==> src/design/gtg_pkg.sv <==
// Package for the Greek to Greeklish transliterator.
// Holds character codes, the transliteration table and the queue entry type.
// No dependencies.
package gtg_pkg;

  localparam int unsigned QUEUE_DEPTH = 2;
  localparam int unsigned ENTRY_BYTES = 4;

  localparam logic [7:0] ACCENT_MARK    = 8'd39;
  localparam logic [7:0] DIAERESIS_MARK = 8'd34;

  // Greek letters that are held back for one item (mu, nu) and the letters that pair with them (pi, tau)
  localparam logic [7:0] CODE_CAP_MU  = 8'd204;
  localparam logic [7:0] CODE_CAP_NU  = 8'd205;
  localparam logic [7:0] CODE_LOW_MU  = 8'd236;
  localparam logic [7:0] CODE_LOW_NU  = 8'd237;
  localparam logic [7:0] CODE_CAP_PI  = 8'd208;
  localparam logic [7:0] CODE_LOW_PI  = 8'd240;
  localparam logic [7:0] CODE_CAP_TAU = 8'd212;
  localparam logic [7:0] CODE_LOW_TAU = 8'd244;

  localparam logic [7:0] CAPS_MAP [25] = '{
    "A", "V", "G", "D", "E", "Z", "H", "8", "I", "K", "L", "M", "N",
    "K", "O", "P", "R", "x", "S", "T", "Y", "F", "X", "P", "W"
  };
  localparam logic [7:0] LOWS_MAP [25] = '{
    "a", "v", "g", "d", "e", "z", "h", "8", "i", "k", "l", "m", "n",
    "k", "o", "p", "r", "s", "s", "t", "y", "f", "x", "p", "w"
  };

  typedef struct packed {
    logic [2:0][7:0] e;
  } lut_t;

  typedef struct packed {
    logic [ENTRY_BYTES-1:0][7:0] bytes;
    logic [2:0]                  cnt;
  } entry_t;

  // Up to three output bytes per code, unused ones zero; e[0] is zero only for code 0.
  function automatic lut_t lookup(input logic [7:0] c);
    lut_t       r;
    logic [7:0] off_caps;
    logic [7:0] off_lows;
    off_caps = c - 8'd193;
    off_lows = c - 8'd225;
    r.e[0] = c;
    r.e[1] = 8'd0;
    r.e[2] = 8'd0;
    if ((c inside {[8'd193:8'd217]}) && (c != 8'd210)) begin
      r.e[0] = CAPS_MAP[off_caps[4:0]];
    end else if (c inside {[8'd225:8'd249]}) begin
      r.e[0] = LOWS_MAP[off_lows[4:0]];
    end
    case (c)
      8'd206, 8'd216: r.e[1] = "S";
      8'd238, 8'd248: r.e[1] = "s";
      8'd182: begin r.e[0] = ACCENT_MARK; r.e[1] = "A"; end
      8'd184: begin r.e[0] = ACCENT_MARK; r.e[1] = "E"; end
      8'd185: begin r.e[0] = ACCENT_MARK; r.e[1] = "H"; end
      8'd186: begin r.e[0] = ACCENT_MARK; r.e[1] = "I"; end
      8'd188: begin r.e[0] = ACCENT_MARK; r.e[1] = "O"; end
      8'd190: begin r.e[0] = ACCENT_MARK; r.e[1] = "Y"; end
      8'd191: begin r.e[0] = ACCENT_MARK; r.e[1] = "W"; end
      8'd220: begin r.e[0] = "a"; r.e[1] = ACCENT_MARK; end
      8'd221: begin r.e[0] = "e"; r.e[1] = ACCENT_MARK; end
      8'd222: begin r.e[0] = "h"; r.e[1] = ACCENT_MARK; end
      8'd223: begin r.e[0] = "i"; r.e[1] = ACCENT_MARK; end
      8'd252: begin r.e[0] = "o"; r.e[1] = ACCENT_MARK; end
      8'd253: begin r.e[0] = "y"; r.e[1] = ACCENT_MARK; end
      8'd254: begin r.e[0] = "w"; r.e[1] = ACCENT_MARK; end
      8'd218: begin r.e[0] = "I"; r.e[1] = DIAERESIS_MARK; end
      8'd219: begin r.e[0] = "Y"; r.e[1] = DIAERESIS_MARK; end
      8'd250: begin r.e[0] = "i"; r.e[1] = DIAERESIS_MARK; end
      8'd251: begin r.e[0] = "y"; r.e[1] = DIAERESIS_MARK; end
      8'd192: begin r.e[0] = "i"; r.e[1] = ACCENT_MARK; r.e[2] = DIAERESIS_MARK; end
      8'd224: begin r.e[0] = "y"; r.e[1] = ACCENT_MARK; r.e[2] = DIAERESIS_MARK; end
      default: ;
    endcase
    return r;
  endfunction

endpackage

==> src/design/gtg_if.sv <==
// Stream interfaces for the transliterator: input bytes and output bytes.
// Depends on nothing.
interface gtg_in_if;
  logic       valid;
  logic       ready;
  logic [7:0] in_byte;

  modport source (output valid, output in_byte, input ready);
  modport sink   (input valid, input in_byte, output ready);
endinterface

interface gtg_out_if;
  logic       valid;
  logic       ready;
  logic [7:0] out_byte;
  logic       last_of_run;

  modport source (output valid, output out_byte, output last_of_run, input ready);
  modport sink   (input valid, input out_byte, input last_of_run, output ready);
endinterface

==> src/design/greek_to_greeklish_transliterator_core.sv <==
// Greek (ISO-8859-7) to Greeklish transliterator, one input byte per item.
// Each item's entry is written to the entry queue, then loaded into the back end's
// entry register before its first output byte is valid. Output: one byte per cycle
// while out_o.ready is high; an item yields 0 to 4 bytes over the single byte port.
// Reset: asynchronous, clears the held letter, the entry queue and output valid.
module greek_to_greeklish_transliterator_core #(
  parameter int unsigned QDepth = gtg_pkg::QUEUE_DEPTH
) (
  input  logic       clk_i,
  input  logic       rst_ni,
  gtg_in_if.sink     in_i,
  gtg_out_if.source  out_o
);

  logic            push, pop, full, empty;
  gtg_pkg::entry_t entry, head;

  gtg_front u_front (
    .clk_i   (clk_i),
    .rst_ni  (rst_ni),
    .in_i    (in_i),
    .full_i  (full),
    .push_o  (push),
    .entry_o (entry)
  );

  gtg_queue #(
    .QDepth (QDepth)
  ) u_queue (
    .clk_i   (clk_i),
    .rst_ni  (rst_ni),
    .push_i  (push),
    .entry_i (entry),
    .pop_i   (pop),
    .head_o  (head),
    .full_o  (full),
    .empty_o (empty)
  );

  gtg_back u_back (
    .clk_i   (clk_i),
    .rst_ni  (rst_ni),
    .head_i  (head),
    .empty_i (empty),
    .pop_o   (pop),
    .out_o   (out_o)
  );

endmodule

==> src/design/gtg_front.sv <==
// Front end: accepts input bytes, tracks the held M/N letter and builds
// a queue entry of up to four output bytes. Depends on gtg_pkg, gtg_if.
module gtg_front (
  input  logic             clk_i,
  input  logic             rst_ni,
  gtg_in_if.sink           in_i,
  input  logic             full_i,
  output logic             push_o,
  output gtg_pkg::entry_t  entry_o
);

  typedef enum logic [2:0] {
    PEND_NONE,
    PEND_CAP_M,
    PEND_CAP_N,
    PEND_LOW_M,
    PEND_LOW_N
  } pend_e;

  pend_e            pend_q, pend_d;
  logic             accept;
  logic             held;
  logic [7:0]       held_byte;
  logic             pair_m, pair_n;
  logic [7:0]       pair_byte;
  logic             holdable;
  gtg_pkg::lut_t    lk;
  gtg_pkg::lut_t    own;
  logic [2:0]       own_cnt;
  gtg_pkg::entry_t  ent;

  assign in_i.ready = !full_i;
  assign accept     = in_i.valid && in_i.ready;

  always_comb begin
    held      = 1'b1;
    held_byte = 8'd0;
    pair_m    = 1'b0;
    pair_n    = 1'b0;
    case (pend_q)
      PEND_CAP_M: held_byte = "M";
      PEND_CAP_N: held_byte = "N";
      PEND_LOW_M: held_byte = "m";
      PEND_LOW_N: held_byte = "n";
      default:    held      = 1'b0;
    endcase
    if (pend_q == PEND_CAP_M || pend_q == PEND_LOW_M) begin
      pair_m = (in_i.in_byte == gtg_pkg::CODE_CAP_PI) ||
               (in_i.in_byte == gtg_pkg::CODE_LOW_PI);
    end
    if (pend_q == PEND_CAP_N || pend_q == PEND_LOW_N) begin
      pair_n = (in_i.in_byte == gtg_pkg::CODE_CAP_TAU) ||
               (in_i.in_byte == gtg_pkg::CODE_LOW_TAU);
    end
    // case of B/D follows the held letter
    case (pend_q)
      PEND_CAP_M: pair_byte = "B";
      PEND_CAP_N: pair_byte = "D";
      PEND_LOW_M: pair_byte = "b";
      default:    pair_byte = "d";
    endcase

    lk       = gtg_pkg::lookup(in_i.in_byte);
    holdable = 1'b1;
    case (in_i.in_byte)
      gtg_pkg::CODE_CAP_MU: pend_d = PEND_CAP_M;
      gtg_pkg::CODE_CAP_NU: pend_d = PEND_CAP_N;
      gtg_pkg::CODE_LOW_MU: pend_d = PEND_LOW_M;
      gtg_pkg::CODE_LOW_NU: pend_d = PEND_LOW_N;
      default: begin
        pend_d   = PEND_NONE;
        holdable = 1'b0;
      end
    endcase
    own     = holdable ? '0 : lk;
    own_cnt = 3'(own.e[0] != 8'd0) + 3'(own.e[1] != 8'd0) + 3'(own.e[2] != 8'd0);

    if (pair_m || pair_n) begin
      pend_d    = PEND_NONE;
      ent.bytes = {24'd0, pair_byte};
      ent.cnt   = 3'd1;
    end else if (held) begin
      ent.bytes = {own.e[2], own.e[1], own.e[0], held_byte};
      ent.cnt   = own_cnt + 3'd1;
    end else begin
      ent.bytes = {8'd0, own.e[2], own.e[1], own.e[0]};
      ent.cnt   = own_cnt;
    end
  end

  assign entry_o = ent;
  assign push_o  = accept && (ent.cnt != 3'd0);

  always_ff @(posedge clk_i or negedge rst_ni) begin
    if (!rst_ni) begin
      pend_q <= PEND_NONE;
    end else if (accept) begin
      pend_q <= pend_d;
    end
  end

endmodule

==> src/design/gtg_queue.sv <==
// Short entry queue between front and back ends.
// Depends on gtg_pkg.
module gtg_queue #(
  parameter int unsigned QDepth = gtg_pkg::QUEUE_DEPTH
) (
  input  logic             clk_i,
  input  logic             rst_ni,
  input  logic             push_i,
  input  gtg_pkg::entry_t  entry_i,
  input  logic             pop_i,
  output gtg_pkg::entry_t  head_o,
  output logic             full_o,
  output logic             empty_o
);

  localparam int unsigned PtrW = (QDepth > 1) ? $clog2(QDepth) : 1;
  localparam int unsigned CntW = $clog2(QDepth + 1);

  gtg_pkg::entry_t mem_q [QDepth];
  logic [PtrW-1:0] wr_ptr_q, rd_ptr_q;
  logic [CntW-1:0] count_q;

  function automatic logic [PtrW-1:0] next_ptr(input logic [PtrW-1:0] p);
    return (p == PtrW'(QDepth - 1)) ? '0 : p + 1'b1;
  endfunction

  assign full_o  = (count_q == CntW'(QDepth));
  assign empty_o = (count_q == '0);
  assign head_o  = mem_q[rd_ptr_q];

  always_ff @(posedge clk_i) begin
    if (push_i) begin
      mem_q[wr_ptr_q] <= entry_i;
    end
  end

  always_ff @(posedge clk_i or negedge rst_ni) begin
    if (!rst_ni) begin
      wr_ptr_q <= '0;
      rd_ptr_q <= '0;
      count_q  <= '0;
    end else begin
      if (push_i) wr_ptr_q <= next_ptr(wr_ptr_q);
      if (pop_i)  rd_ptr_q <= next_ptr(rd_ptr_q);
      if (push_i && !pop_i) begin
        count_q <= count_q + 1'b1;
      end else if (pop_i && !push_i) begin
        count_q <= count_q - 1'b1;
      end
    end
  end

`ifndef SYNTHESIS
  a_no_overflow: assert property (@(posedge clk_i) disable iff (!rst_ni)
    full_o |-> !push_i || pop_i) else $error("push into full queue");
  a_no_underflow: assert property (@(posedge clk_i) disable iff (!rst_ni)
    empty_o |-> !pop_i) else $error("pop from empty queue");
  a_count_range: assert property (@(posedge clk_i) disable iff (!rst_ni)
    count_q <= CntW'(QDepth)) else $error("queue count out of range");
  a_empty_entry: assert property (@(posedge clk_i) disable iff (!rst_ni)
    push_i |-> entry_i.cnt != 3'd0 && entry_i.cnt <= 3'd4)
    else $error("entry byte count out of range");
`endif

endmodule

==> src/design/gtg_back.sv <==
// Back end: takes entries from the queue and sends their bytes one per cycle
// while out_o.ready is high, flagging the final byte of each entry. Depends on gtg_pkg, gtg_if.
module gtg_back (
  input  logic             clk_i,
  input  logic             rst_ni,
  input  gtg_pkg::entry_t  head_i,
  input  logic             empty_i,
  output logic             pop_o,
  gtg_out_if.source        out_o
);

  gtg_pkg::entry_t ent_q;
  logic [1:0]      idx_q;
  logic            busy_q;
  logic            fire, done, take;
  logic            is_last;

  assign is_last = ({1'b0, idx_q} + 3'd1) == ent_q.cnt;
  assign fire    = out_o.valid && out_o.ready;
  assign done    = fire && is_last;
  assign take    = (!busy_q || done) && !empty_i;
  assign pop_o   = take;

  assign out_o.valid       = busy_q;
  assign out_o.out_byte    = ent_q.bytes[idx_q];
  assign out_o.last_of_run = is_last;

  always_ff @(posedge clk_i) begin
    if (take) begin
      ent_q <= head_i;
    end
  end

  always_ff @(posedge clk_i or negedge rst_ni) begin
    if (!rst_ni) begin
      busy_q <= 1'b0;
      idx_q  <= '0;
    end else if (take) begin
      busy_q <= 1'b1;
      idx_q  <= '0;
    end else if (done) begin
      busy_q <= 1'b0;
      idx_q  <= '0;
    end else if (fire) begin
      idx_q  <= idx_q + 2'd1;
    end
  end

`ifndef SYNTHESIS
  a_idx_in_entry: assert property (@(posedge clk_i) disable iff (!rst_ni)
    busy_q |-> {1'b0, idx_q} < ent_q.cnt) else $error("byte index past entry");
  a_stall_holds: assert property (@(posedge clk_i) disable iff (!rst_ni)
    out_o.valid && !out_o.ready |=> out_o.valid && $stable(out_o.out_byte))
    else $error("output changed while stalled");
  a_take_idle: assert property (@(posedge clk_i) disable iff (!rst_ni)
    busy_q && !done |-> !pop_o) else $error("pop while entry in progress");
`endif

endmodule
==> src/flat_wrapper.sv <==
// flat-port wrapper written by rule: the top's interface ports become plain ports
module greek_to_greeklish_transliterator_core_flat 
#(
  parameter int unsigned QDepth = gtg_pkg::QUEUE_DEPTH
)
  (clk_i, rst_ni, in_i_valid, in_i_in_byte, in_i_ready, out_o_valid, out_o_out_byte, out_o_last_of_run, out_o_ready);
  gtg_in_if in_i_i ();
  gtg_out_if out_o_i ();
  input  logic clk_i;
  input  logic rst_ni;
  input wire logic [$bits(in_i_i.valid)-1:0] in_i_valid;
  input wire logic [$bits(in_i_i.in_byte)-1:0] in_i_in_byte;
  output wire logic [$bits(in_i_i.ready)-1:0] in_i_ready;
  output wire logic [$bits(out_o_i.valid)-1:0] out_o_valid;
  output wire logic [$bits(out_o_i.out_byte)-1:0] out_o_out_byte;
  output wire logic [$bits(out_o_i.last_of_run)-1:0] out_o_last_of_run;
  input wire logic [$bits(out_o_i.ready)-1:0] out_o_ready;
  assign in_i_i.valid = in_i_valid;
  assign in_i_i.in_byte = in_i_in_byte;
  assign in_i_ready = in_i_i.ready;
  assign out_o_valid = out_o_i.valid;
  assign out_o_out_byte = out_o_i.out_byte;
  assign out_o_last_of_run = out_o_i.last_of_run;
  assign out_o_i.ready = out_o_ready;
  greek_to_greeklish_transliterator_core #(.QDepth(QDepth)) u_core (.clk_i(clk_i), .rst_ni(rst_ni), .in_i(in_i_i), .out_o(out_o_i));
endmodule
==> config.mk <==
export PLATFORM = sky130hd
export DESIGN_NAME = greek_to_greeklish_transliterator_core_flat
export DESIGN_NICKNAME = d
export VERILOG_FILES = /design/src/design/gtg_pkg.sv /design/src/design/gtg_if.sv /design/src/design/greek_to_greeklish_transliterator_core.sv /design/src/design/gtg_front.sv /design/src/design/gtg_queue.sv /design/src/design/gtg_back.sv /design/src/flat_wrapper.sv
export SDC_FILE = /design/constraint.sdc
export NUM_CORES = 1
export LEC_CHECK = 0
export ABC_AREA = 1
export BUFFER_PORTS_ARGS = -buffer_cell sky130_fd_sc_hd__buf_2
export CORE_AREA = 3 3 110 112
export DETAILED_ROUTE_END_ITERATION = 10
export DIE_AREA = 0 0 113 115
export GPL_ROUTABILITY_DRIVEN = 0
export PLACE_DENSITY = 0.72
export SLEW_MARGIN = 20
export SYNTH_ARGS = -nofsm -noshare
export SYNTH_HDL_FRONTEND = slang
export SYNTH_HIERARCHICAL = 1
export SYNTH_SLANG_ARGS = --single-unit
==> constraint.sdc <==
create_clock -name clk_i -period 5 [get_ports clk_i]
set_input_delay 1.25 -clock clk_i [delete_from_list [all_inputs] [get_ports clk_i]]
set_output_delay 1.25 -clock clk_i [all_outputs]
set_load 0.01 [all_outputs]
==> impl_metrics.json <==
{
  "crit_top_cell": "nand2_1",
  "synthCells": 577,
  "syn_area_sq_um": 6180,
  "synth_top_area_cell": "edfxtp_1",
  "crit_path_max_incr_delay_ns": 0.54,
  "overflow": 0,
  "dieArea_sq_um": 13000,
  "yosys_warnings": 6,
  "startpoint_type": "primary input",
  "grt_start_max_net_pins": 38,
  "num_antenna_cells": 0,
  "clk_latency_ns": 0.40,
  "vias": 4242,
  "crit_buf_inv": 3,
  "cts_setup_buffers": 0,
  "yosys-top-cells-area": "edfxtp_1, mux2_4, nand2_1",
  "grt_pass1_vias": 4169,
  "start_util_pct": 54.6,
  "dpl-instance-area_sq_um": 6420,
  "io_pins": 23,
  "syn_area_per_cell_sq_um": 10.7,
  "rsz0062_at_grt": "false",
  "fin_crit_sh_pct": 93.7,
  "clockBufferDepth": 2,
  "status": "finished, final reports clean",
  "cts_root_buf": "clkbuf_16",
  "grt_pass1_wl_microns": 20500,
  "setup_viol": 0,
  "io_buffers": 22,
  "design_area_sq_um": 7100,
  "cts_tree": "yes",
  "finalNonFillerCells": 769,
  "syn_to_final_growth_pct": 14.9,
  "fp.dieH_microns": 115,
  "antenna_found_initial": 0,
  "hpwl_microns": 8540,
  "finalCriticalPeriod_ns": 4.69,
  "fillers": 841,
  "mostFrequentLayoutCell": "edfxtp_1",
  "dp_cells": 737,
  "whs_ns": 0.499,
  "drive_gt1_share_pct": 25.1,
  "core_area_sq_um": 11300,
  "layout_setup_ws_ns": 0.314,
  "via_per_inst": 5.52,
  "slew_viol_final": 0,
  "synth_cell_types": 47,
  "track_usage_pct": 20.1,
  "crit_fanout": 8,
  "relSlewSlack_pct": 27.3,
  "hold_violations": 0,
  "cp.required_ns": 5.29,
  "final.setup_skew_ns": 0.00672,
  "die_x_microns": 113,
  "final_cell_mix": "edfxtp_1, nand2_1, nor2_1",
  "cts.sinks": 115,
  "crit_type": "in2reg",
  "htree_levels": 4,
  "finalPower_mw": 3.77,
  "wl_microns": 12400,
  "num_rows": 39,
  "ys_ff_latch": 115,
  "cp_top_family": "simple AND/OR/NAND/NOR gates",
  "ir_drop_uv": 368,
  "path_clk_slew_ns": 0.05,
  "async_flop_share_pct": 8.70,
  "grt_use_met3_pct": 5.21,
  "yosys_most_used_dff": "edfxtp_1",
  "power_density_nw_per_um2": 531,
  "synth-edff-count": 105,
  "finalSetupTns_ns": 0,
  "maxCapViolCount": 0,
  "worstMarginPinSlew_ns": 1.09,
  "max_freq_ghz": 0.213,
  "utilization_pct": 62.7,
  "grt.busiest_layer": "met2",
  "ant_nets": 0,
  "use_met2_pct": 34.2,
  "post_drt_wl_per_cell_microns": 16.1,
  "ys_seq_area_share_pct": 55.1,
  "numCtsBuffers": 17,
  "crit_path_end_kind": "flop",
  "drt-pass1-iter-count": 5,
  "leakage_nw": 2.98,
  "place_ws_ns": -0.0281,
  "arrival_ns": 4.98,
  "drc": 0,
  "use_met1_pct": 24.8,
  "crit_path_top_delay_cell": "fa_1",
  "first_iter_violations": 404,
  "finalNetCount": 630,
  "synth.top_cell.area_share_pct": 51.0,
  "min_path_type": "reg2reg"
}
==> where the power goes <==
part           switching [mW]  internal (mW)  total [mW]
clock network           0.388          0.950        1.34
logic                   0.475          0.430       0.906
registers               0.187           1.34        1.53
==> per-layer routing <==
metal	wire length [microns]	share of wire, %
met4	324	2.6
met3	676	5.4
met2	6210	50
met1	5200	42
met5	0	0
==> area by class of cell <==
cell class	instances	area [sq um]	share of cell area, %
clock buffers	24	502	7.07
clock inverters	8	171	2.41
inverters	63	253	3.56
multi-input cells	380	2350	33.1
flip-flops and latches	115	3400	47.9
well taps	143	179	2.52
repair buffers	36	240	3.38
==> sequential cells by signal, indices dropped and copies added, names as in the netlist <==
signal                     cells
u_core/u_back/idx_q            2
u_core/u_queue/count_q         2
u_core/u_queue/rd_ptr_q        1
u_core/u_back/out_o.valid      1
u_core/u_queue/wr_ptr_q        1
u_core/u_back/ent_q           35
u_core/u_queue/mem_q          70
u_core/u_front/pend_q          3
==> cells in the mapped netlist (5+ instances only) <==
| library cell | number |
|---|---|
| nor3_1 | 5 |
| a21oi_1 | 9 |
| edfxtp_1 | 105 |
| nand2_1 | 96 |
| o21ai_0 | 26 |
| mux2_2 | 6 |
| nor2_2 | 7 |
| nor2_1 | 73 |
| nand4_1 | 9 |
| mux2_4 | 29 |
| nand3_1 | 36 |
| buf_4 | 10 |
| dfrtp_1 | 10 |
| inv_1 | 51 |
| o21ai_1 | 5 |
| nand2_2 | 11 |
| nand2_4 | 5 |
| buf_6 | 5 |
| o22ai_1 | 17 |
| inv_2 | 10 |
==> repair_timing <==
action / 4_1_cts / 5_1_grt
hold buffers: 0 / 0
resized for setup: 0 / 1
setup endpoints to repair: 0 / 1
==> cell families (layout without fill, tap and decap cells) <==
kind of cell             after synthesis  in the layout  share of synthesized area (%)
adder cells (fa/ha/maj)                5              5                           1.13
buffers and inverters                 88            131                           7.61
flip-flops                           115            115                           55.1
XOR/XNOR                               5              5                          0.830
multiplexers                          35             35                           8.14
AO/OA/AOI/OAI                         72             72                           6.82
other                                  1              7                         0.0607
AND/OR/NAND/NOR                      256            256                           20.3
==> worst reg2reg max path: stages (launching register included) <==
cell and delay [ns]:
dfrtp_1 0.87, ha_1 0.40, xnor2_2 0.24, nand4_4 0.14, a21oi_4 0.14, buf_4 0.44, inv_1 0.10, ha_1 0.31
inv_1 0.08, nand3_1 0.08, nand2_1 0.06, nand2_1 0.04
==> final timing paths <==
check / startpoint / to / slack [ns] / cells after the start
min: u_core/u_queue/count_q[1] / u_core/u_queue/count_q[1] / 0.50 / 2
max: in_i_in_byte[2] / u_core/u_queue/count_q[1] / 0.31 / 25
min reg2reg: u_core/u_queue/count_q[1] / u_core/u_queue/count_q[1] / 0.50 / 2
max in group asynchronous: rst_ni / u_core/u_queue/rd_ptr_q / 4.09 / 1
max reg2reg: u_core/u_back/idx_q[0] / u_core/u_queue/count_q[1] / 1.98 / 11
min in group asynchronous: rst_ni / u_core/u_queue/count_q[0] / 0.70 / 1
Note: power is estimated with default switching activity, not from simulation.
